File: config.mk
export PLATFORM = sky130hd
export DESIGN_NAME = keypad_code_lock_controller
export DESIGN_NICKNAME = d
export VERILOG_FILES = /design/src/hdl/kclc_pkg.sv /design/src/hdl/keypad_code_lock_controller.sv
export SDC_FILE = /design/constraint.sdc
export NUM_CORES = 1
export LEC_CHECK = 0
export ABC_AREA = 1
export BUFFER_PORTS_ARGS = -buffer_cell sky130_fd_sc_hd__buf_2
export CAP_MARGIN = 20
export CORE_MARGIN = 2
export CORE_UTILIZATION = 60
export CTS_BUF_LIST = sky130_fd_sc_hd__clkbuf_4
export DETAILED_ROUTE_END_ITERATION = 8
export MAX_ROUTING_LAYER = met4
export PLACE_DENSITY = 0.82
export SETUP_SLACK_MARGIN = 0.15
export SYNTH_ARGS = -nofsm -noshare
export SYNTH_HDL_FRONTEND = slang
export SYNTH_SLANG_ARGS = --single-unit
export TNS_END_PERCENT = 30
File: constraint.sdc
create_clock -name clock -period 2.6 [get_ports clock]
set_clock_uncertainty 0.2 [all_clocks]
set_input_delay 0 -clock clock [delete_from_list [all_inputs] [get_ports clock]]
set_output_delay 0 -clock clock [all_outputs]
set_load 0.1 [all_outputs]
File: src/hdl/kclc_pkg.sv
// ----------------------------------------------------------------------------
// kclc_pkg
// Types, codes and constants of the keypad code lock controller.
// ----------------------------------------------------------------------------
package kclc_pkg;

   localparam int CODE_DIGITS = 4;
   // entry index runs 0 .. CODE_DIGITS+1 (the top value marks overflow)
   localparam int IDX_W       = $clog2(CODE_DIGITS + 2);
   localparam int KEY_W       = 4;
   localparam int EV_W        = 3;
   localparam int CNT_W       = 8;

   localparam logic [KEY_W-1:0] KEY_CANCEL = 4'd10;
   localparam logic [KEY_W-1:0] KEY_ENTER  = 4'd11;
   localparam logic [KEY_W-1:0] KEY_NONE   = 4'd12;
   localparam logic [KEY_W-1:0] KEY_LONG   = 4'd13;

   localparam logic [CNT_W-1:0] LIMIT_RESET = 8'd40;
   localparam logic [CNT_W-1:0] CNT_MAX     = 8'd255;

   localparam logic [EV_W-1:0] EV_NONE      = 3'd0;
   localparam logic [EV_W-1:0] EV_UNLOCKED  = 3'd1;
   localparam logic [EV_W-1:0] EV_LOCKED    = 3'd2;
   localparam logic [EV_W-1:0] EV_ERROR     = 3'd3;
   localparam logic [EV_W-1:0] EV_CHANGED   = 3'd4;
   localparam logic [EV_W-1:0] EV_CANCELLED = 3'd5;

   typedef enum logic [1:0] {
      MODE_OFF    = 2'd0,
      MODE_MENU   = 2'd1,
      MODE_ENTRY  = 2'd2,
      MODE_CHANGE = 2'd3
   } mode_type;

   // factory code 2,5,8,0; further slots zero
   function automatic logic [KEY_W-1:0] reset_digit(input int slot);
      logic [KEY_W-1:0] d;
      case (slot)
         0: begin
            d = 4'd2;
         end
         1: begin
            d = 4'd5;
         end
         2: begin
            d = 4'd8;
         end
         default: begin
            d = 4'd0;
         end
      endcase
      return d;
   endfunction

endpackage

File: src/hdl/keypad_code_lock_controller.sv
// ----------------------------------------------------------------------------
// keypad_code_lock_controller
// Keypad code lock: menu, code entry and code change driven by scan samples.
// ----------------------------------------------------------------------------
// Response is registered, valid in the cycle after its request is accepted.
// Throughput: one request per cycle unless a response stalls; one-pass update.
// The response register frees up as it is taken, so requests keep flowing.
// Reset (synchronous, active high): lock closed, mode off, factory code,
// long-press limit 40, response register empty.
module keypad_code_lock_controller (
   input  logic        clock,
   input  logic        reset,
   // configuration: long_press_limit
   input  logic        csr_we,
   input  logic [7:0]  csr_wdata,
   // requests
   input  logic        req_tvalid,
   output logic        req_tready,
   input  logic [7:0]  req_tdata,   // [3:0] key, [7:4] zero
   input  logic        req_tuser,   // kind: 0 scan sample, 1 enter menu
   // responses
   output logic        rsp_tvalid,
   input  logic        rsp_tready,
   output logic [15:0] rsp_tdata    // [0] is_locked, [3:1] event_res, [5:4] mode,
                                    // [6] input_led, [7] change_led,
                                    // [8] keypad_led, [15:9] zero
);
   import kclc_pkg::*;

   // control state
   mode_type         mode_ff,     mode_in;
   logic             pending_ff,  pending_in;
   logic [KEY_W-1:0] held_ff,     held_in;
   logic [CNT_W-1:0] hold_cnt_ff, hold_cnt_in;
   logic [IDX_W-1:0] idx_ff,      idx_in;
   logic             locked_ff,   locked_in;
   logic             lamp_ff,     lamp_in;
   logic [CNT_W-1:0] limit_ff,    limit_in;

   // entry buffer and stored code
   logic [KEY_W-1:0]       digit_ff  [CODE_DIGITS];
   logic [KEY_W-1:0]       digit_in  [CODE_DIGITS];
   logic [CODE_DIGITS-1:0] filled_ff, filled_in;
   logic [KEY_W-1:0]       code_ff   [CODE_DIGITS];
   logic [KEY_W-1:0]       code_in   [CODE_DIGITS];

   // response register
   logic        rsp_valid_ff, rsp_valid_in;
   logic [15:0] rsp_data_ff,  rsp_data_in;

   logic             accept;
   logic [KEY_W-1:0] key;
   logic [EV_W-1:0]  ev;
   logic             match;
   logic             complete;

   // a request may enter while the response register drains
   assign req_tready = !rsp_valid_ff || rsp_tready;
   assign accept     = req_tvalid && req_tready;
   assign key        = req_tdata[KEY_W-1:0];
   assign rsp_tvalid = rsp_valid_ff;
   assign rsp_tdata  = rsp_data_ff;

   // unentered slots read as zero, so a short entry compares as if padded with zeros
   always_comb begin
      match    = (idx_ff <= IDX_W'(CODE_DIGITS));
      complete = (idx_ff <= IDX_W'(CODE_DIGITS)) && (&filled_ff);
      for (int i = 0; i < CODE_DIGITS; i++) begin
         if (digit_ff[i] != code_ff[i]) begin
            match = 1'b0;
         end
      end
   end

   always_comb begin
      mode_in     = mode_ff;
      pending_in  = pending_ff;
      held_in     = held_ff;
      hold_cnt_in = hold_cnt_ff;
      idx_in      = idx_ff;
      locked_in   = locked_ff;
      lamp_in     = lamp_ff;
      filled_in   = filled_ff;
      digit_in    = digit_ff;
      code_in     = code_ff;
      ev          = EV_NONE;

      limit_in = csr_we ? csr_wdata : limit_ff;

      if (accept) begin
         if (req_tuser) begin
            // menu request only wakes the lock from off
            if (mode_ff == MODE_OFF) begin
               mode_in = MODE_MENU;
            end
         end else begin
            case (mode_ff)
               MODE_MENU: begin
                  if (key == KEY_NONE) begin
                     // release: act on the held key
                     if (pending_ff) begin
                        if (held_ff == KEY_CANCEL) begin
                           mode_in = MODE_OFF;
                        end else if (held_ff == KEY_ENTER) begin
                           if (!locked_ff) begin
                              locked_in = 1'b1;
                              ev        = EV_LOCKED;
                           end else begin
                              mode_in = MODE_ENTRY;
                           end
                        end else if (held_ff == KEY_LONG) begin
                           hold_cnt_in = '0;
                           mode_in     = MODE_CHANGE;
                           filled_in   = '0;
                        end
                        held_in    = KEY_NONE;
                        pending_in = 1'b0;
                     end
                  end else if (key == KEY_CANCEL) begin
                     // hold count adds up across presses until a change starts
                     if (pending_ff && (hold_cnt_ff > limit_ff)) begin
                        lamp_in = 1'b1;
                        held_in = KEY_LONG;
                     end else begin
                        if (pending_ff && (hold_cnt_ff != CNT_MAX)) begin
                           hold_cnt_in = hold_cnt_ff + CNT_W'(1);
                        end
                        held_in    = KEY_CANCEL;
                        pending_in = 1'b1;
                     end
                  end else if (key == KEY_ENTER) begin
                     held_in    = KEY_ENTER;
                     pending_in = 1'b1;
                  end
               end
               MODE_ENTRY, MODE_CHANGE: begin
                  if (key != KEY_NONE) begin
                     held_in    = key;
                     pending_in = 1'b1;
                  end else if (pending_ff) begin
                     if (held_ff == KEY_CANCEL || held_ff == KEY_ENTER) begin
                        if (held_ff == KEY_CANCEL) begin
                           ev = EV_CANCELLED;
                        end else if (mode_ff == MODE_ENTRY) begin
                           if (match) begin
                              locked_in = 1'b0;
                              ev        = EV_UNLOCKED;
                           end else begin
                              ev = EV_ERROR;
                           end
                        end else begin
                           if (complete) begin
                              code_in = digit_ff;
                              ev      = EV_CHANGED;
                           end else begin
                              ev = EV_ERROR;
                           end
                        end
                        // back to menu with a clean entry
                        for (int i = 0; i < CODE_DIGITS; i++) begin
                           digit_in[i] = '0;
                        end
                        filled_in  = '0;
                        idx_in     = '0;
                        lamp_in    = 1'b0;
                        mode_in    = MODE_MENU;
                        pending_in = 1'b0;
                        held_in    = KEY_NONE;
                     end else if (idx_ff >= IDX_W'(CODE_DIGITS)) begin
                        // overflow: key stays pending, so repeats change nothing
                        idx_in = IDX_W'(CODE_DIGITS + 1);
                     end else begin
                        for (int i = 0; i < CODE_DIGITS; i++) begin
                           if (idx_ff == IDX_W'(i)) begin
                              digit_in[i]  = held_ff;
                              filled_in[i] = 1'b1;
                           end
                        end
                        idx_in     = idx_ff + IDX_W'(1);
                        held_in    = KEY_NONE;
                        pending_in = 1'b0;
                     end
                  end
               end
               default: begin
               end
            endcase
         end
      end

      // response slot
      if (accept) begin
         rsp_valid_in = 1'b1;
      end else if (rsp_tready) begin
         rsp_valid_in = 1'b0;
      end else begin
         rsp_valid_in = rsp_valid_ff;
      end

      if (accept) begin
         rsp_data_in = {7'd0,
                        (mode_in != MODE_OFF),
                        lamp_in,
                        (mode_in == MODE_ENTRY),
                        mode_in,
                        ev,
                        locked_in};
      end else begin
         rsp_data_in = rsp_data_ff;
      end
   end

   always_ff @(posedge clock) begin
      if (reset) begin
         mode_ff      <= MODE_OFF;
         pending_ff   <= 1'b0;
         held_ff      <= KEY_NONE;
         hold_cnt_ff  <= '0;
         idx_ff       <= '0;
         locked_ff    <= 1'b1;
         lamp_ff      <= 1'b0;
         limit_ff     <= LIMIT_RESET;
         filled_ff    <= '0;
         rsp_valid_ff <= 1'b0;
         for (int i = 0; i < CODE_DIGITS; i++) begin
            digit_ff[i] <= '0;
            code_ff[i]  <= reset_digit(i);
         end
      end else begin
         mode_ff      <= mode_in;
         pending_ff   <= pending_in;
         held_ff      <= held_in;
         hold_cnt_ff  <= hold_cnt_in;
         idx_ff       <= idx_in;
         locked_ff    <= locked_in;
         lamp_ff      <= lamp_in;
         limit_ff     <= limit_in;
         filled_ff    <= filled_in;
         rsp_valid_ff <= rsp_valid_in;
         digit_ff     <= digit_in;
         code_ff      <= code_in;
      end
   end

   // payload only, no reset
   always_ff @(posedge clock) begin
      rsp_data_ff <= rsp_data_in;
   end

endmodule

# Word level (Yosys, flattened, before mapping)
# Index checks and enable logic that the tools add are counted.
# classes
add_sub_neg,2
order_cmp,3
n_eq_ne,42
mux,103
n_bitwise,4
n_reduce_logical,33
# ops
cell,count
$mux 4,21
$mux 8,8
$reduce_and 12->1,4
$mux 1,38
$mux 2,18
$reduce_and 7->1,5
$mux 16,2
$mux 3,9
$eq 4x4->1 const B,6
$ne 2x2->1 const B,12
$ne 3x3->1 const B,7
$reduce_bool 2->1,9
$ne 4x4->1,4
$ne 4x4->1 const B,4
$pmux 4 s2,2
$reduce_and 10->1,1
$reduce_and 5->1,2
$reduce_and 9->1,1
$add 8x1->8 const B,1
$gt 8x8->1,1
$ne 8x8->1 const B,1
$eq 2x2->1 const B,3
$eq 3x2->1 const B,2
$pmux 1 s2,3
16 further kinds,23
# word_totals
reg_bits,74
inputBits,22
output_inout_bits,18
word_cells,210

# Depth between registers and ports, before layout
# depth
word_depth,14
depth_mapped,16
mapped_depth_nobuf,16

# Worst setup path before layout
# No wires, ideal clock.
# synth_timing
kind,register -> register
start,"reg rsp_valid_ff, in the netlist rsp_tvalid"
end,reg code_ff[11] in the netlist's numbering
setup_ns,0.118
t_arrival_ns,2.610
required_ns,2.282
path_slack_ns,-0.328
stages_incl_launch_ff,11
n_path_buf,1
period_less_slack_ns,2.928
path_cell_list,dfxtp_1 nand2_2 nand2_2 inv_2 nand2_2 inv_1 nand2_2 nor2_4 buf_6 o21ai_1 a21oi_2
# synth_between
elab_chain_cells,4
# synth_lines
element,line_no,rtl
start: declaration,keypad_code_lock_controller.sv:48,"logic rsp_valid_ff, rsp_valid_in;"
start signal: assignment,keypad_code_lock_controller.sv:239,rsp_valid_ff <= rsp_valid_in;
$logic_not 1->1,keypad_code_lock_controller.sv:58,assign req_tready = !rsp_valid_ff || rsp_tready;
$logic_or 1x1->1,keypad_code_lock_controller.sv:58,
net req_tready,keypad_code_lock_controller.sv:18,"output logic req_tready,"
$logic_and 1x1->1,keypad_code_lock_controller.sv:59,assign accept = req_tvalid && req_tready;
net accept,keypad_code_lock_controller.sv:51,logic accept;
$reduce_and 9->1 (no source line),--,
end signal: indexed assignment,keypad_code_lock_controller.sv:227,code_ff[i] <= reset_digit(i);
end signal: assignment,keypad_code_lock_controller.sv:241,code_ff <= code_in;
end: declaration,keypad_code_lock_controller.sv:44,logic [KEY_W-1:0] code_ff [CODE_DIGITS];
# The timed path passes the listed nets, and every way through them passes these cells.
# A chain may end at the register's enable or synchronous reset.

==> flow_summary_export.csv <==
group,metric,value,unit
status,status,"finished clean",
timing,setup_viol,0,
worst_setup_path,cp_cell_sequence,"dlygate4sd3_1 > clkbuf_4 > clkinv_1 > buf_4 > o21ai_0 > dlygate4sd3_1 > a21oi_1 > dlygate4sd3_1",
detailed_routing,antenna_left,0,
synthesis,synth_seq_area_share,39.8,%
timing,rsz0062_at_grt,"yes",
synthesis,synth.most_common_cell,"nand2_1",
cells_and_area,syn_to_final_growth,17.1,%
power,power_frac_seq,52.7,%
synthesis,synth_adder_area_share,4.43,%
timing,fin_crit_sh,91.0,%
power,switching_share,30.8,%
worst_setup_path,crit_path_max_incr_delay,580,ps
run,maxCapViolCount,0,
synthesis,synth-edff-count,9,
power,leakage,1.98,nW
worst_setup_path,endpoint_kind,"flip-flop",
cells_and_area,fill_cells,474,
worst_setup_path,r2r-end,"hold_cnt_ff[1]$_SDFFE_PP0P_",
detailed_routing,first_pass_iters,5,
timing,hold_viol,0,
worst_setup_path,cp.buffers_inverters,6,
synthesis,ys_ff_latch,74,
worst_setup_path,criticalPathCategory,"in -> reg",
grt,grt_max_degree,26,
timing,fin_crit,2370,ps
worst_setup_path,path_max_fanout,22,
hold_path,whs_path_depth,4,
timing,drv_slew,0,
worst_setup_path,arrival,2500,ps
synthesis,synth_ff_type,"dfxtp_1",
detailed_routing,drc,0,
power,power,2.27,mW
clocking,cts_tree,"done",
power,power_density,490,mW/mm2
detailed_routing,wire_per_inst,14.4,um
synthesis,synth_common_cells,"96 x nand2_1, 65 x dfxtp_1, 65 x inv_1",
synthesis,avgSynthCellArea,7.46,um2
synthesis,synth_top_family_by_area,"simple AND/OR/NAND/NOR gates",
worst_setup_path,rrSetupSlack,290,ps
placement,gp_congestion,0.931,
synthesis,synth_mux_area_share,0,%
grt,grt.overflow.total,0,
die,core_area,0.00635,mm2
worst_setup_path,path_common_cell,"dlygate4sd3_1",
clocking,root_buffer,"clkbuf_4",
worst_setup_path,cp-start-kind,"input port",
cells_and_area,design_area,0.00463,mm2
cells_and_area,nets,632,
detailed_routing,vias_per_cell,5.43,
grt,grt_usage,29.3,%
grt,antenna_found_initial,0,
synthesis,ys_top_cells_by_area,"dfxtp_1 33%, nand2_1 9.1%, edfxtp_1 6.8%",
synthesis,synth_compound_area_share,16.8,%
clocking,path_clk_slew,140,ps
cells_and_area,layout-drive-gt1-share,16.8,%
synthesis,ys_types,45,
die,start_util,62.2,%
placement,placed_cell_area,0.00415,mm2
worst_setup_path,crit_slowest_cell,"dlygate4sd3_1",
worst_setup_path,cp_data_required_time,2730,ps
cells_and_area,n_antenna_cell,0,
die,top_level_ports,40,
power,pwr-share-comb,14.1,%
timing,fmax,0.422,GHz
synthesis,yosysTopAreaCell,"dfxtp_1",
cells_and_area,fin_cells,678,
power,ir_drop,0.382,mV
clocking,cts_made_buffers,9,
clocking,clk_path_buf_depth,2,
die,die_area,0.00725,mm2
synthesis,yosysTopAreaCellShare,32.9,%
hold_path,worstHoldStart,"req_tdata[2]",
timing,setup_tns,0,ps
placement,hpwl,6660,um
power,pwr-share-clk,33.2,%
clocking,htree_levels,3,
die,rows,29,
synthesis,synthesis.area,0.00395,mm2
clocking,cts.sinks,74,
die,die_h,85.2,um
grt,grt_pass1_wl,16200,um
clocking,clock_latency,440,ps
placement,dp.cells,629,
grt,grt_pass1_vias,3560,
synthesis,synth_simple_gate_area_share,26.3,%
synthesis,yosysWarningCount,0,
hold_path,hold_class,"in -> reg",
power,p_sw,698,uW
worst_setup_path,rr_startpoint,"limit_ff[7]$_SDFFE_PP0P_",
detailed_routing,dr.first_iter.drc_count,241,
placement,io_buffers,28,
clocking,postCtsSetupRepairBufs,0,
synthesis,netlist_instances,530,
worst_setup_path,worst_r2r_path_depth,13,
worst_setup_path,critPathTopFamily,"buffers and inverters",
synthesis,synth_xor_area_share,1.99,%
die,die_w,85.2,um
power,p_int,1.57,mW
detailed_routing,drt_wl_total,9740,um
detailed_routing,vias,3680,
hold_path,hold_end,"held_ff[2]$_SDFFE_PP1P_",
synthesis,async_flop_share,0,%
==> cell type report <==
type / instances / area [um2] / area share (%)
clock buffer: 9 / 67.6 / 1.46
clock inverter: 7 / 75.1 / 1.62
inverter: 76 / 287 / 6.19
multi-input combinational: 366 / 2000 / 43.1
sequential: 74 / 1570 / 34.0
tap: 77 / 96.3 / 2.08
timing repair buffer: 69 / 533 / 11.5
==> per-stage QoR <==
step                hold WS [ps]  setup WS [ps]  utilization (%)
finish                       174            233             72.9
global route                 196            160             72.9
CTS                          153            185             72.7
detailed placement          29.7            401             65.3
global placement            12.5            461             65.3
floorplan                   -100            293                -
==> cells by family after synthesis <==
kind of cell             Yosys count
XOR/XNOR                           9
AO/OA/AOI/OAI                    116
other                              1
AND/OR/NAND/NOR                  220
flip-flops                        74
buffers and inverters             96
adder cells (fa/ha/maj)           14
==> repair_timing <==
action | 4_1_cts | 5_1_grt
hold buffers | 33 | 0
endpoints found under the hold margin | 51 | 0
setup endpoints to repair | 0 | 6
resized for setup | 0 | 2
==> layout by cell type (no fill, tap or decap), types with 14 or more instances in the layout <==
| master | synthesis | layout |
|---|---|---|
| nand2_1 | 96 | 96 |
| inv_1 | 65 | 65 |
| dfxtp_1 | 65 | 64 |
| a21oi_1 | 47 | 47 |
| nor2_1 | 44 | 44 |
| dlygate4sd3_1 | 0 | 33 |
| o21ai_0 | 27 | 27 |
| buf_2 | 2 | 27 |
| nand3_1 | 21 | 21 |
| nand4_1 | 15 | 15 |
| o21ai_1 | 15 | 15 |
| ha_1 | 14 | 14 |
==> how the worst max path moves through the flow <==
stage,from,to,cells after the start
final,reset,limit_ff[1]$_SDFFE_PP0P_,8
after global routing,limit_ff[7]$_SDFFE_PP0P_,hold_cnt_ff[1]$_SDFFE_PP0P_,13
after CTS,reset,limit_ff[2]$_SDFFE_PP0P_,8
after detailed placement,hold_cnt_ff[7]$_SDFFE_PP0P_,hold_cnt_ff[1]$_SDFFE_PP0P_,12
after global placement,rsp_tvalid$_SDFFE_PP0P_,code_ff[2]$_SDFFE_PP0P_,10
after floorplan,rsp_tvalid$_SDFFE_PP0P_,held_ff[1]$_SDFFE_PP0P_,10
==> metal layers <==
metal | up-vias | part of all wire, % | global-route usage, %
met5 | - | 0 | -
met4 | 0 | 2.8 | 14.6
met3 | 27 | 4.4 | 4.47
met2 | 103 | 51 | 49.2
met1 | 1692 | 42 | 33.9
li1 | 1858 | - | -
==> state kept, by name, summed over array words and instances (netlist names) <==
signal,cells
idx_ff,3
code_ff,16
mode_ff,2
limit_ff,8
held_ff,4
filled_ff,4
hold_cnt_ff,8
locked_ff,1
digit_ff,16
rsp_tdata,9
rsp_tvalid,1
lamp_ff,1
pending_ff,1
==> worst register-to-register path, cell delays in order, from the launching register on <==
cell     delay, ps
dfxtp_1        340
inv_1           80
ha_1           320
nand2_1         80
nor2_1         210
nand2_1        120
nand2_1        130
nand2_1        110
nand2_1        100
nand2_1        170
nand2_4        170
nand2_1         70
inv_1           60
nor3_2          40
==> power groups by stage <==
stage,registers (mW),clock network [mW],logic [mW]
floorplan,1.29,0,0.153
global placement,1.22,0,0.262
detailed placement,1.22,0,0.267
CTS,1.20,0.761,0.311
global route,1.20,0.805,0.339
finish,1.20,0.753,0.320
Note: power is estimated with default switching activity, not from simulation.
